===== src/twq_pkg.sv =====
// ============================================================================
// Wait queue package
// Codes, widths and shared types of the thread wait queue.
// ============================================================================
package twq_pkg;

   localparam int ACTION_WIDTH  = 3;
   localparam int ID_PORT_WIDTH = 16;
   localparam int WAIT_WIDTH    = 16;
   localparam int STATUS_WIDTH  = 2;

   typedef enum logic [ACTION_WIDTH-1:0] {
      ACT_PUT    = 3'd0,
      ACT_GET    = 3'd1,
      ACT_REMOVE = 3'd2,
      ACT_FIND   = 3'd3,
      ACT_TICK   = 3'd4
   } action_type;

   typedef enum logic [STATUS_WIDTH-1:0] {
      ST_OK        = 2'd0,
      ST_EMPTY     = 2'd1,
      ST_NOT_FOUND = 2'd2,
      ST_FULL      = 2'd3
   } status_type;

   typedef enum logic [1:0] {
      CS_IDLE,
      CS_WALK,
      CS_FLUSH
   } ctrl_state_type;

   // What the sequencer tells the entry unit about the entry under work.
   typedef struct packed {
      action_type op;
      logic       is_head;
      logic       found;
   } walk_ctx_type;

   // What the entry unit decides for that entry.
   typedef struct packed {
      logic                  drop;
      logic                  expire;
      logic                  take;
      logic [WAIT_WIDTH-1:0] wait_next;
   } verdict_type;

endpackage


===== src/twq_req_if.sv =====
// ============================================================================
// Request channel
// Valid/ready channel that carries one queue operation per beat.
// ============================================================================
interface twq_req_if import twq_pkg::*; ();
   logic                     valid;
   logic                     ready;
   logic [ACTION_WIDTH-1:0]  action;
   logic [ID_PORT_WIDTH-1:0] thread_id;
   logic [WAIT_WIDTH-1:0]    wait_ticks;

   modport source (output valid, action, thread_id, wait_ticks, input ready);
   modport sink   (input valid, action, thread_id, wait_ticks, output ready);
endinterface


===== src/twq_rsp_if.sv =====
// ============================================================================
// Response channel
// Valid/ready channel that carries one result per beat.
// ============================================================================
interface twq_rsp_if import twq_pkg::*; ();
   logic                     valid;
   logic                     ready;
   logic [ID_PORT_WIDTH-1:0] result_id;
   logic [STATUS_WIDTH-1:0]  status;
   logic                     last_result;

   modport source (output valid, result_id, status, last_result, input ready);
   modport sink   (input valid, result_id, status, last_result, output ready);
endinterface


===== src/thread_wait_queue_with_timeouts_top.sv =====
// ============================================================================
// Thread wait queue with timeouts
// Bounded FIFO of thread ids with per-entry timeouts, search and delete.
// ============================================================================
//
//   Channel   Direction  Beat carries
//   req_if    in         action, thread_id, wait_ticks
//   rsp_if    out        result_id, status, last_result
//
// A put goes from acceptance to the closing flush state and back to ready.
// Get, remove, find and tick walk every stored entry before that closing
// state; the single read and write port of the entry RAM lets one entry pass
// the entry unit per cycle, unless a stalled response channel holds the walk.
// A tick on an empty queue and an unused action code return to ready at once.
// Reset is synchronous and empties the queue; the RAM itself is not cleared.
// A stalled response channel holds the walk only when a second expired entry
// has to leave while the result register is still occupied. The closing
// cycle of an operation that answers also waits until that register is free.
//
// Each get, remove, find and tick is a single walk over the RAM from the
// head. The read pointer runs ahead of the write pointer by the entries
// dropped so far, so kept entries are written back in place or lower and
// the gap is closed in the same pass. Get drops the head, remove drops the
// first match, tick drops every entry whose wait reaches zero.
//
// The last result of an operation is not known to be last until the walk
// ends, so the latest result is parked in a holding register. An expiring
// entry pushes the parked one out with last_result low; the closing cycle
// sends whatever is parked with last_result high.
//
module thread_wait_queue_with_timeouts_top import twq_pkg::*; #(
   parameter int QUEUE_DEPTH = 16,
   parameter int ID_WIDTH    = 16
) (
   input  logic      clock,
   input  logic      reset,
   twq_req_if.sink   req_if,
   twq_rsp_if.source rsp_if
);

   localparam int IDX_W   = $clog2(QUEUE_DEPTH);
   localparam int ENTRY_W = ID_WIDTH + WAIT_WIDTH;

   logic               ram_we;
   logic [IDX_W-1:0]   ram_waddr;
   logic [ENTRY_W-1:0] ram_wdata;
   logic               ram_re;
   logic [IDX_W-1:0]   ram_raddr;
   logic [ENTRY_W-1:0] ram_rdata;
   walk_ctx_type        walk_ctx;
   logic [ID_WIDTH-1:0] walk_key;
   verdict_type         verdict;

   // Each entry is stored as one word: id in the upper bits, wait below.
   twq_ram #(
      .WIDTH (ENTRY_W),
      .DEPTH (QUEUE_DEPTH)
   ) u_entries (
      .clock (clock),
      .we    (ram_we),
      .waddr (ram_waddr),
      .wdata (ram_wdata),
      .re    (ram_re),
      .raddr (ram_raddr),
      .rdata (ram_rdata)
   );

   twq_entry_unit #(
      .ID_WIDTH (ID_WIDTH)
   ) u_entry_unit (
      .ctx      (walk_ctx),
      .key      (walk_key),
      .ent_id   (ram_rdata[ENTRY_W-1:WAIT_WIDTH]),
      .ent_wait (ram_rdata[WAIT_WIDTH-1:0]),
      .verdict  (verdict)
   );

   twq_ctrl #(
      .QUEUE_DEPTH (QUEUE_DEPTH),
      .ID_WIDTH    (ID_WIDTH)
   ) u_ctrl (
      .clock     (clock),
      .reset     (reset),
      .req_if    (req_if),
      .rsp_if    (rsp_if),
      .ram_we    (ram_we),
      .ram_waddr (ram_waddr),
      .ram_wdata (ram_wdata),
      .ram_re    (ram_re),
      .ram_raddr (ram_raddr),
      .ram_rdata (ram_rdata),
      .walk_ctx  (walk_ctx),
      .walk_key  (walk_key),
      .verdict   (verdict)
   );

endmodule


===== src/twq_ram.sv =====
// ============================================================================
// Generic RAM
// One write port, one read port with registered read data and read enable.
// ============================================================================
module twq_ram #(
   parameter int WIDTH = 32,
   parameter int DEPTH = 16
) (
   input  logic                     clock,
   input  logic                     we,
   input  logic [$clog2(DEPTH)-1:0] waddr,
   input  logic [WIDTH-1:0]         wdata,
   input  logic                     re,
   input  logic [$clog2(DEPTH)-1:0] raddr,
   output logic [WIDTH-1:0]         rdata
);

   logic [WIDTH-1:0] mem_ff [DEPTH];
   logic [WIDTH-1:0] rdata_ff;

   always_ff @(posedge clock) begin
      if (we) begin
         mem_ff[waddr] <= wdata;
      end
      if (re) begin
         rdata_ff <= mem_ff[raddr];
      end
   end

   assign rdata = rdata_ff;

endmodule


===== src/twq_entry_unit.sv =====
// ============================================================================
// Entry unit
// Shared compare and decrement logic applied to one queue entry per cycle.
// ============================================================================
module twq_entry_unit import twq_pkg::*; #(
   parameter int ID_WIDTH = 16
) (
   input  walk_ctx_type          ctx,
   input  logic [ID_WIDTH-1:0]   key,
   input  logic [ID_WIDTH-1:0]   ent_id,
   input  logic [WAIT_WIDTH-1:0] ent_wait,
   output verdict_type           verdict
);

   logic hit;

   assign hit = (ent_id == key);

   always_comb begin
      verdict           = '0;
      verdict.wait_next = ent_wait;
      unique case (ctx.op)
         ACT_GET: begin
            verdict.drop = ctx.is_head;
            verdict.take = ctx.is_head;
         end
         ACT_REMOVE: begin
            verdict.drop = hit && !ctx.found;
            verdict.take = hit && !ctx.found;
         end
         ACT_FIND: begin
            verdict.take = hit && !ctx.found;
         end
         ACT_TICK: begin
            // A zero wait never expires and is left as it is.
            if (ent_wait != '0) begin
               verdict.wait_next = ent_wait - WAIT_WIDTH'(1);
            end
            verdict.expire = (ent_wait == WAIT_WIDTH'(1));
            verdict.drop   = (ent_wait == WAIT_WIDTH'(1));
         end
         default: begin
            verdict.drop = 1'b0;
         end
      endcase
   end

endmodule


===== src/twq_ctrl.sv =====
// ============================================================================
// Wait queue sequencer
// Walks entries one slot per cycle unless stalled, compacts, drives results.
// ============================================================================
module twq_ctrl import twq_pkg::*; #(
   parameter int QUEUE_DEPTH = 16,
   parameter int ID_WIDTH    = 16
) (
   input  logic                                clock,
   input  logic                                reset,
   twq_req_if.sink                             req_if,
   twq_rsp_if.source                           rsp_if,
   output logic                                ram_we,
   output logic [$clog2(QUEUE_DEPTH)-1:0]      ram_waddr,
   output logic [ID_WIDTH+WAIT_WIDTH-1:0]      ram_wdata,
   output logic                                ram_re,
   output logic [$clog2(QUEUE_DEPTH)-1:0]      ram_raddr,
   input  logic [ID_WIDTH+WAIT_WIDTH-1:0]      ram_rdata,
   output walk_ctx_type                        walk_ctx,
   output logic [ID_WIDTH-1:0]                 walk_key,
   input  verdict_type                         verdict
);

   localparam int CNT_W   = $clog2(QUEUE_DEPTH + 1);
   localparam int IDX_W   = $clog2(QUEUE_DEPTH);
   localparam int ID_KEEP = (ID_WIDTH < ID_PORT_WIDTH) ? ID_WIDTH : ID_PORT_WIDTH;
   localparam logic [CNT_W-1:0] DEPTH_CNT = CNT_W'(QUEUE_DEPTH);

   ctrl_state_type           state_ff, state_in;
   logic [CNT_W-1:0]         count_ff, count_in;
   logic [CNT_W-1:0]         rd_ff, rd_in;
   logic [CNT_W-1:0]         wr_ff, wr_in;
   action_type               op_ff, op_in;
   logic [ID_WIDTH-1:0]      key_ff, key_in;
   logic                     found_ff, found_in;
   logic                     pend_valid_ff, pend_valid_in;
   logic [ID_WIDTH-1:0]      pend_id_ff, pend_id_in;
   status_type               pend_status_ff, pend_status_in;
   logic                     out_valid_ff, out_valid_in;
   logic [ID_PORT_WIDTH-1:0] out_id_ff, out_id_in;
   status_type               out_status_ff, out_status_in;
   logic                     out_last_ff, out_last_in;

   logic [ID_WIDTH-1:0]      req_key;
   logic [ID_WIDTH-1:0]      ent_id;
   logic [CNT_W-1:0]         rd_next;
   logic [CNT_W-1:0]         wr_next;
   logic                     out_free;
   action_type               req_action;

   assign req_key    = ID_WIDTH'(req_if.thread_id[ID_KEEP-1:0]);
   assign req_action = action_type'(req_if.action);
   assign ent_id     = ram_rdata[ID_WIDTH+WAIT_WIDTH-1:WAIT_WIDTH];
   assign rd_next    = rd_ff + CNT_W'(1);
   assign out_free   = !out_valid_ff || rsp_if.ready;

   assign walk_ctx.op      = op_ff;
   assign walk_ctx.is_head = (rd_ff == '0);
   assign walk_ctx.found   = found_ff;
   assign walk_key         = key_ff;

   assign req_if.ready       = (state_ff == CS_IDLE);
   assign rsp_if.valid       = out_valid_ff;
   assign rsp_if.result_id   = out_id_ff;
   assign rsp_if.status      = out_status_ff;
   assign rsp_if.last_result = out_last_ff;

   always_comb begin
      state_in       = state_ff;
      count_in       = count_ff;
      rd_in          = rd_ff;
      wr_in          = wr_ff;
      op_in          = op_ff;
      key_in         = key_ff;
      found_in       = found_ff;
      pend_valid_in  = pend_valid_ff;
      pend_id_in     = pend_id_ff;
      pend_status_in = pend_status_ff;
      out_valid_in   = out_valid_ff && !rsp_if.ready;
      out_id_in      = out_id_ff;
      out_status_in  = out_status_ff;
      out_last_in    = out_last_ff;
      wr_next        = wr_ff;
      ram_we         = 1'b0;
      ram_waddr      = count_ff[IDX_W-1:0];
      ram_wdata      = {req_key, req_if.wait_ticks};
      ram_re         = 1'b0;
      ram_raddr      = '0;

      unique case (state_ff)
         CS_IDLE: begin
            if (req_if.valid) begin
               op_in    = req_action;
               key_in   = req_key;
               found_in = 1'b0;
               rd_in    = '0;
               wr_in    = '0;
               pend_id_in = '0;
               unique case (req_action)
                  ACT_PUT: begin
                     pend_valid_in = 1'b1;
                     if (count_ff == DEPTH_CNT) begin
                        pend_status_in = ST_FULL;
                     end else begin
                        ram_we         = 1'b1;
                        count_in       = count_ff + CNT_W'(1);
                        pend_status_in = ST_OK;
                     end
                     state_in = CS_FLUSH;
                  end
                  ACT_GET, ACT_REMOVE, ACT_FIND: begin
                     pend_valid_in  = 1'b1;
                     pend_status_in = (req_action == ACT_GET) ? ST_EMPTY : ST_NOT_FOUND;
                     if (count_ff == '0) begin
                        state_in = CS_FLUSH;
                     end else begin
                        ram_re   = 1'b1;
                        state_in = CS_WALK;
                     end
                  end
                  ACT_TICK: begin
                     pend_valid_in = 1'b0;
                     if (count_ff != '0) begin
                        ram_re   = 1'b1;
                        state_in = CS_WALK;
                     end
                  end
                  default: begin
                     state_in = CS_IDLE;
                  end
               endcase
            end
         end
         CS_WALK: begin
            ram_waddr = wr_ff[IDX_W-1:0];
            ram_wdata = {ent_id, verdict.wait_next};
            // An expiry must first move the previous one out of the holding
            // register, so it waits while the result register is occupied.
            if (!(verdict.expire && pend_valid_ff && !out_free)) begin
               ram_we  = !verdict.drop;
               wr_next = verdict.drop ? wr_ff : wr_ff + CNT_W'(1);
               wr_in   = wr_next;
               if (verdict.expire) begin
                  if (pend_valid_ff) begin
                     out_valid_in  = 1'b1;
                     out_id_in     = ID_PORT_WIDTH'(pend_id_ff);
                     out_status_in = pend_status_ff;
                     out_last_in   = 1'b0;
                  end
                  pend_valid_in  = 1'b1;
                  pend_id_in     = ent_id;
                  pend_status_in = ST_OK;
               end
               if (verdict.take) begin
                  found_in       = 1'b1;
                  pend_id_in     = ent_id;
                  pend_status_in = ST_OK;
               end
               if (rd_next < count_ff) begin
                  ram_re    = 1'b1;
                  ram_raddr = rd_next[IDX_W-1:0];
                  rd_in     = rd_next;
               end else begin
                  count_in = wr_next;
                  state_in = CS_FLUSH;
               end
            end
         end
         CS_FLUSH: begin
            if (!pend_valid_ff) begin
               state_in = CS_IDLE;
            end else if (out_free) begin
               out_valid_in  = 1'b1;
               out_id_in     = ID_PORT_WIDTH'(pend_id_ff);
               out_status_in = pend_status_ff;
               out_last_in   = 1'b1;
               pend_valid_in = 1'b0;
               state_in      = CS_IDLE;
            end
         end
         default: begin
            state_in = CS_IDLE;
         end
      endcase
   end

   always_ff @(posedge clock) begin
      if (reset) begin
         state_ff      <= CS_IDLE;
         count_ff      <= '0;
         pend_valid_ff <= 1'b0;
         out_valid_ff  <= 1'b0;
      end else begin
         state_ff      <= state_in;
         count_ff      <= count_in;
         pend_valid_ff <= pend_valid_in;
         out_valid_ff  <= out_valid_in;
      end
   end

   always_ff @(posedge clock) begin
      rd_ff          <= rd_in;
      wr_ff          <= wr_in;
      op_ff          <= op_in;
      key_ff         <= key_in;
      found_ff       <= found_in;
      pend_id_ff     <= pend_id_in;
      pend_status_ff <= pend_status_in;
      out_id_ff      <= out_id_in;
      out_status_ff  <= out_status_in;
      out_last_ff    <= out_last_in;
   end

endmodule


===== src/flat_wrapper.sv =====
// flat-port wrapper written by rule: the top's interface ports become plain ports
module thread_wait_queue_with_timeouts_top_flat import twq_pkg::*;
#(
   parameter int QUEUE_DEPTH = 16,
   parameter int ID_WIDTH    = 16
)
  (clock, reset, req_if_valid, req_if_action, req_if_thread_id, req_if_wait_ticks, req_if_ready, rsp_if_valid, rsp_if_result_id, rsp_if_status, rsp_if_last_result, rsp_if_ready);
  twq_req_if req_if_i ();
  twq_rsp_if rsp_if_i ();
  input  logic clock;
  input  logic reset;
  input wire logic [$bits(req_if_i.valid)-1:0] req_if_valid;
  input wire logic [$bits(req_if_i.action)-1:0] req_if_action;
  input wire logic [$bits(req_if_i.thread_id)-1:0] req_if_thread_id;
  input wire logic [$bits(req_if_i.wait_ticks)-1:0] req_if_wait_ticks;
  output wire logic [$bits(req_if_i.ready)-1:0] req_if_ready;
  output wire logic [$bits(rsp_if_i.valid)-1:0] rsp_if_valid;
  output wire logic [$bits(rsp_if_i.result_id)-1:0] rsp_if_result_id;
  output wire logic [$bits(rsp_if_i.status)-1:0] rsp_if_status;
  output wire logic [$bits(rsp_if_i.last_result)-1:0] rsp_if_last_result;
  input wire logic [$bits(rsp_if_i.ready)-1:0] rsp_if_ready;
  assign req_if_i.valid = req_if_valid;
  assign req_if_i.action = req_if_action;
  assign req_if_i.thread_id = req_if_thread_id;
  assign req_if_i.wait_ticks = req_if_wait_ticks;
  assign req_if_ready = req_if_i.ready;
  assign rsp_if_valid = rsp_if_i.valid;
  assign rsp_if_result_id = rsp_if_i.result_id;
  assign rsp_if_status = rsp_if_i.status;
  assign rsp_if_last_result = rsp_if_i.last_result;
  assign rsp_if_i.ready = rsp_if_ready;
  thread_wait_queue_with_timeouts_top #(.QUEUE_DEPTH(QUEUE_DEPTH), .ID_WIDTH(ID_WIDTH)) u_core (.clock(clock), .reset(reset), .req_if(req_if_i), .rsp_if(rsp_if_i));
endmodule

===== config.mk =====
export PLATFORM = sky130hd
export DESIGN_NAME = thread_wait_queue_with_timeouts_top_flat
export DESIGN_NICKNAME = d
export VERILOG_FILES = /design/src/twq_pkg.sv /design/src/twq_req_if.sv /design/src/twq_rsp_if.sv /design/src/thread_wait_queue_with_timeouts_top.sv /design/src/twq_ram.sv /design/src/twq_entry_unit.sv /design/src/twq_ctrl.sv /design/src/flat_wrapper.sv
export SDC_FILE = /design/constraint.sdc
export NUM_CORES = 1
export LEC_CHECK = 0
export BUFFER_PORTS_ARGS = -buffer_cell sky130_fd_sc_hd__buf_4
export CORE_MARGIN = 2
export CORE_UTILIZATION = 35
export CTS_CLUSTER_DIAMETER = 60
export CTS_CLUSTER_SIZE = 16
export DETAILED_ROUTE_END_ITERATION = 10
export SYNTH_ARGS = -nofsm -noshare
export SYNTH_HDL_FRONTEND = slang
export SYNTH_HIERARCHICAL = 1
export SYNTH_SLANG_ARGS = --single-unit

===== constraint.sdc =====
create_clock -name clock -period 5.2 [get_ports clock]
set_input_delay 1.56 -clock clock [delete_from_list [all_inputs] [get_ports clock]]
set_output_delay 1.56 -clock clock [all_outputs]
set_load 0.02 [all_outputs]

==> results of run 1 <==
cells by family after synthesis:
| group | Yosys count | share of synthesized area (%) |
|---|---|---|
| DFF | 620 | 75.44 |
| and+or+nand+nor | 191 | 4.208 |
| muxes | 165 | 13.41 |
| AOI/OAI and AO/OA | 116 | 3.388 |
| buffers and inverters | 75 | 1.396 |
| xor gates and xnor gates | 39 | 1.391 |
| adders and majority gates | 15 | 0.7642 |
sequential cells by signal (all words and copies together), names as in the netlist, 3 cells and up:
name and count:
u_core/u_entries/mem_ff 512, u_core/u_entries/rdata 32, u_core/u_ctrl/pend_id_ff 16, u_core/u_ctrl/rsp_if.result_id 16, u_core/u_ctrl/walk_key 16, u_core/u_ctrl/count_ff 5, u_core/u_ctrl/rd_ff 5, u_core/u_ctrl/wr_ff 5
u_core/u_ctrl/op_ff 3
metrics by stage:
stage	std cells	power, mW	hold WS, ns	cell area [um^2]
after detailed placement	2199	7.043	0.4045	26500
after CTS	2264	10.45	0.4202	27860
after global routing	2264	10.71	0.4272	27860
after global placement	2199	7.007	0.4034	26500
after floorplan	1221	6.655	0.4003	24580
final	2264	10.33	0.4195	27860
per-layer routing:
metal / global-route usage [%] / part of all wire [%]
met5: 0 / 0.018
met4: 3.348 / 1.7
met3: 2.676 / 5.0
met2: 25.87 / 49
met1: 21.59 / 44
cell type report:
cell class / instances / area (um^2) / share of cell area, %
clock inverters: 13 / 142.6 / 0.5120
flip-flops and latches: 620 / 18530 / 66.51
well taps: 940 / 1176 / 4.222
clock buffers: 52 / 1216 / 4.366
multi-input cells: 526 / 5879 / 21.11
repair buffers: 94 / 843.3 / 3.027
inverters: 19 / 71.32 / 0.2560
cells in the final DEF (no fill, tap or decap), types with 15 or more instances in the layout:
| master | n |
|---|---|
| a22oi_1 | 64 |
| edfxtp_1 | 611 |
| nor2_1 | 23 |
| nand2_1 | 58 |
| mux2_2 | 32 |
| xnor2_1 | 28 |
| and2_1 | 24 |
| mux4_2 | 128 |
| inv_1 | 19 |
| clkbuf_16 | 48 |
| buf_4 | 83 |
| nor2_4 | 15 |
critical path: stages, from the launching register on:
cell,delay (ns)
edfxtp_1,0.50
ha_1,0.27
xor2_1,0.22
ha_1,0.29
a21o_1,0.17
a31oi_1,0.33
o21ai_0,0.23
or2_1,0.38
nor2_4,0.39
buf_12,0.38
mux4_2,0.55
a22oi_1,0.24
nand2_1,0.08
final timing paths:
path / from / endpoint / cells past startpoint
setup / recovery: u_core/u_ctrl/rd_ff[0] / u_core/u_entries/rdata[19] / 12
hold / removal: u_core/u_ctrl/pend_id_ff[12] / u_core/u_ctrl/rsp_if.result_id[12] / 0
setup reg to reg: u_core/u_ctrl/rd_ff[0] / u_core/u_entries/rdata[19] / 12
hold reg to reg: u_core/u_ctrl/pend_id_ff[12] / u_core/u_ctrl/rsp_if.result_id[12] / 0
report_power, final:
group | switching (mW) | internal (mW) | leakage (nW)
clock | 1.65 | 1.77 | 0.658
combinational | 0.636 | 0.367 | 2.16
sequential | 0.107 | 5.81 | 5.62
==> out/metrics.cfg, run 1 <==
[cells_and_area]
nets=1362
drive_gt1_share_pct=26.74
fillers=6187
area_growth_pct=13.43
n_antenna_cell=0
post-route-util_pct=39.92

[drt]
drc=0
drtIter0Drc=957
totalWireLength_mm=55.49
detail_route.wl_per_cell_um=24.51
drt_first_pass_iters=5
drtAntennaViolNets=0
vias_per_cell=5.268
num_vias=11930

[die]
die_x_um=268.9
rows=97
die_h_um=268.9
core_um2=69790
die_area_um2=72300
ios=60
initial_core_util_pct=35.19

[timing]
finClkSkew_ns=0.02222
final.min_clock_period_ns=4.326
rsz0062_at_grt=false
slew_viol_final=0
setup_ws_ns=0.8737
finalHoldViolations=0
period_share_pct=83.20
slew_headroom_pct=36.82
worstMarginPinSlew_ns=0.9467
clock.fmax_mhz=231.1
fin_tns_setup_ns=0
finalSetupViolations=0

[grt]
grt_pass1_vias=12120
grt_overflow=0
grt_max_degree=57
antenna_found_initial=3
grt_pass1_wl_mm=81.25
grt_use_total_pct=15.57

[placed_design]
place_ws_ns=0.8573
hpwl_mm=29.44
io_buffers=59
gp_congestion=0.7494

[logic_synthesis]
synth_flop_cell=edfxtp_1
yosysSeqAreaShare_pct=75.44
synth_commonest_cells=edfxtp_1, mux4_2, a22oi_1
ys_types=56
synth_edf_count=611
syn-mean-instance-area_um2=20.11
yosys_warnings=6
synth.cell_area_um2=24560
synthTopCellsByArea=edfxtp_1, mux4_2, a22oi_1
yosysMostFrequentCell=edfxtp_1
yosys.area.top_type=edfxtp_1
synth_nets=1275
syn_inst=1221
synth_top_cell_area_share_pct=74.71
async_flop_share_pct=0
ys_ff_latch=620

[min_path]
hold_class=reg -> reg

[power]
power_density_nw_per_um2=371.0
leakagePower_nw=8.439
ir_drop_uv=226.1

[cts]
clock-sinks=620
clockRootBuffer=clkbuf_16
tritoncts=yes
cts_hold_buf=0
htreeDepth=2
cts_setup_buffers=0
cts.repair.resized=0
clk_path_buf_depth=3
cts_buffers=47
clk_latency_ns=0.60
clk_pin_slew_ns=0.07

[worst_setup_path]
crit_path_start_kind=flip-flop
cp-end-kind=flip-flop
worstPathMaxFanout=44
critPathKind=reg -> reg
crit_arrival_ns=4.66
cp.required_ns=5.54
r2r_slack_ns=0.87

[status]
status=complete, no violations

[flow_run]
max-cap-violations=0

(Power assumes the default switching activity.)
==> inputs of run 2 (changes only) <==
==> constraint.sdc (replaced) <==
create_clock -name clock -period 3.9 [get_ports clock]
set_input_delay 1.17 -clock clock [delete_from_list [all_inputs] [get_ports clock]]
set_output_delay 1.17 -clock clock [all_outputs]
set_load 0.02 [all_outputs]
==> out/metrics.cfg, run 2 (synthesis results as in run 1) <==
[grt]
grt_pass1_wl_mm=82.52
grt_overflow=0
antenna_found_initial=1
grt_use_total_pct=15.78
grt_max_degree=40
grt_pass1_vias=12250

[cells_and_area]
drive_gt1_share_pct=29.73
final_cell_mix=edfxtp_1, mux4_2, buf_4, a22oi_1, nand2_1
nets=1416
stdcell_area_um2=28600
fillers=6121
area_growth_pct=16.46
largest_reg_flops=512
largest-register=u_core/u_entries/mem_ff
n_antenna_cell=0
multi_input_comb_area_um2=5879
final_common_cell=edfxtp_1
finalNonFillerCells=2319
regArea_um2=18530

[drt]
detail_route.wl_per_cell_um=24.44
drtIter0Drc=1097
totalWireLength_mm=56.67
vias_per_cell=5.263
num_vias=12210
drc=0
drtAntennaViolNets=0
drt_first_pass_iters=7

[placed_design]
io_buffers=59
dp.cells=2246
hpwl_mm=33.22
gp_congestion=0.7923
placed_area_um2=27100

[worst_setup_path]
crit_path_start_kind=flip-flop
cp-end-kind=flip-flop
worstPathMaxFanout=20
startpoint=u_core/u_entries/rdata[0]
r2r_start=u_core/u_entries/rdata[0]
cp.required_ns=4.21
crit_arrival_ns=4.00
critPathKind=reg -> reg

[timing]
period_share_pct=94.72
finalSetupViolations=0
hold_slack_ns=0.4138
worstMarginPinSlew_ns=0.9201
finalHoldViolations=0
finClkSkew_ns=0.03154
fin_tns_setup_ns=0
rsz0062_at_grt=false
slew_headroom_pct=38.01
clock.fmax_mhz=270.7
slew_viol_final=0
final.min_clock_period_ns=3.694

[power]
leakagePower_nw=8.806
power_density_nw_per_um2=485.8
ir_drop_uv=291.9
power.total_mw=13.90

[cts]
clockRootBuffer=clkbuf_16
clk_pin_slew_ns=0.07
cts_hold_buf=0
tritoncts=yes
htreeDepth=2
clock-sinks=620
clk_path_buf_depth=3
clk_latency_ns=0.60
cts_buffers=48

[die]
core_um2=69790
rows=97
initial_core_util_pct=35.19
ios=60
die_x_um=268.9
die_area_um2=72300
die_h_um=268.9

[min_path]
hold_path.startpoint=u_core/u_ctrl/pend_id_ff[11]
hold_class=reg -> reg

[status]
status=complete, no violations

[flow_run]
max-cap-violations=0

## run 2: cell types whose count changed in the layout (fill, tap and decap cells not counted), moves of 2 or more
cell,previous run,this run
bufinv_16,2,0
buf_4,83,111
buf_12,11,31
clkinv_2,1,3
clkinv_1,3,1
buf_16,0,2
inv_8,0,3
clkbuf_16,48,51
## run 2: final cells by class
cell class / instances / area share, %
clock buffers: 54 / 4.353
repair buffers: 147 / 5.490
well taps: 940 / 4.112
flip-flops and latches: 620 / 64.78
multi-input cells: 526 / 20.56
clock inverters: 13 / 0.4593
inverters: 19 / 0.2494
## run 2: worst paths after layout
check / to / slack (ns) / cells after the start
worst max-delay path: u_core/u_entries/mem_ff[6][25] / 0.21 / 11
worst min-delay path: u_core/u_ctrl/rsp_if.result_id[11] / 0.41 / 0
worst max register to register: u_core/u_entries/mem_ff[6][25] / 0.21 / 11
worst min register to register: u_core/u_ctrl/rsp_if.result_id[11] / 0.41 / 0
## run 2: report_power, final
group,internal [mW],switching [mW],leakage [nW],total (mW)
Clock,2.30,2.24,0.669,4.54
Sequential,7.74,0.132,5.62,7.87
Combinational,0.573,0.906,2.52,1.48
## run 2: what timing repair did
action,in CTS,in global routing
endpoints found under the setup margin,0,32
setup buffers,0,4
resized for setup,0,4
## run 2: per-stage QoR
stage / setup slack, ns / utilization [%]
after global routing: 0.01033 / 40.98
after floorplan: -0.4263 / -
after CTS: 0.02700 / 40.81
final: 0.2059 / 40.98
after global placement: 0.07300 / 38.83
after detailed placement: 0.05132 / 38.83
## run 2: layer usage
metal  track usage [%]  up-vias  share of wire [%]
li1                  -     5265                  -
met1             22.55     6503                 44
met4             3.844        2                1.6
met2             25.65      375                 49
met5                 0        -              0.028
met3             2.146       60                5.9
## run 2: critical path, cell delays in order (launching register included)
cell and delay [ns]:
edfxtp_1 0.46, ha_1 0.24, nand2_1 0.13, nor4_2 0.05, buf_4 0.19, nand4b_1 0.16, nand2_1 0.12, o21ai_0 0.61
nand3b_1 0.28, buf_4 0.24, nor2_4 0.65, buf_12 0.24
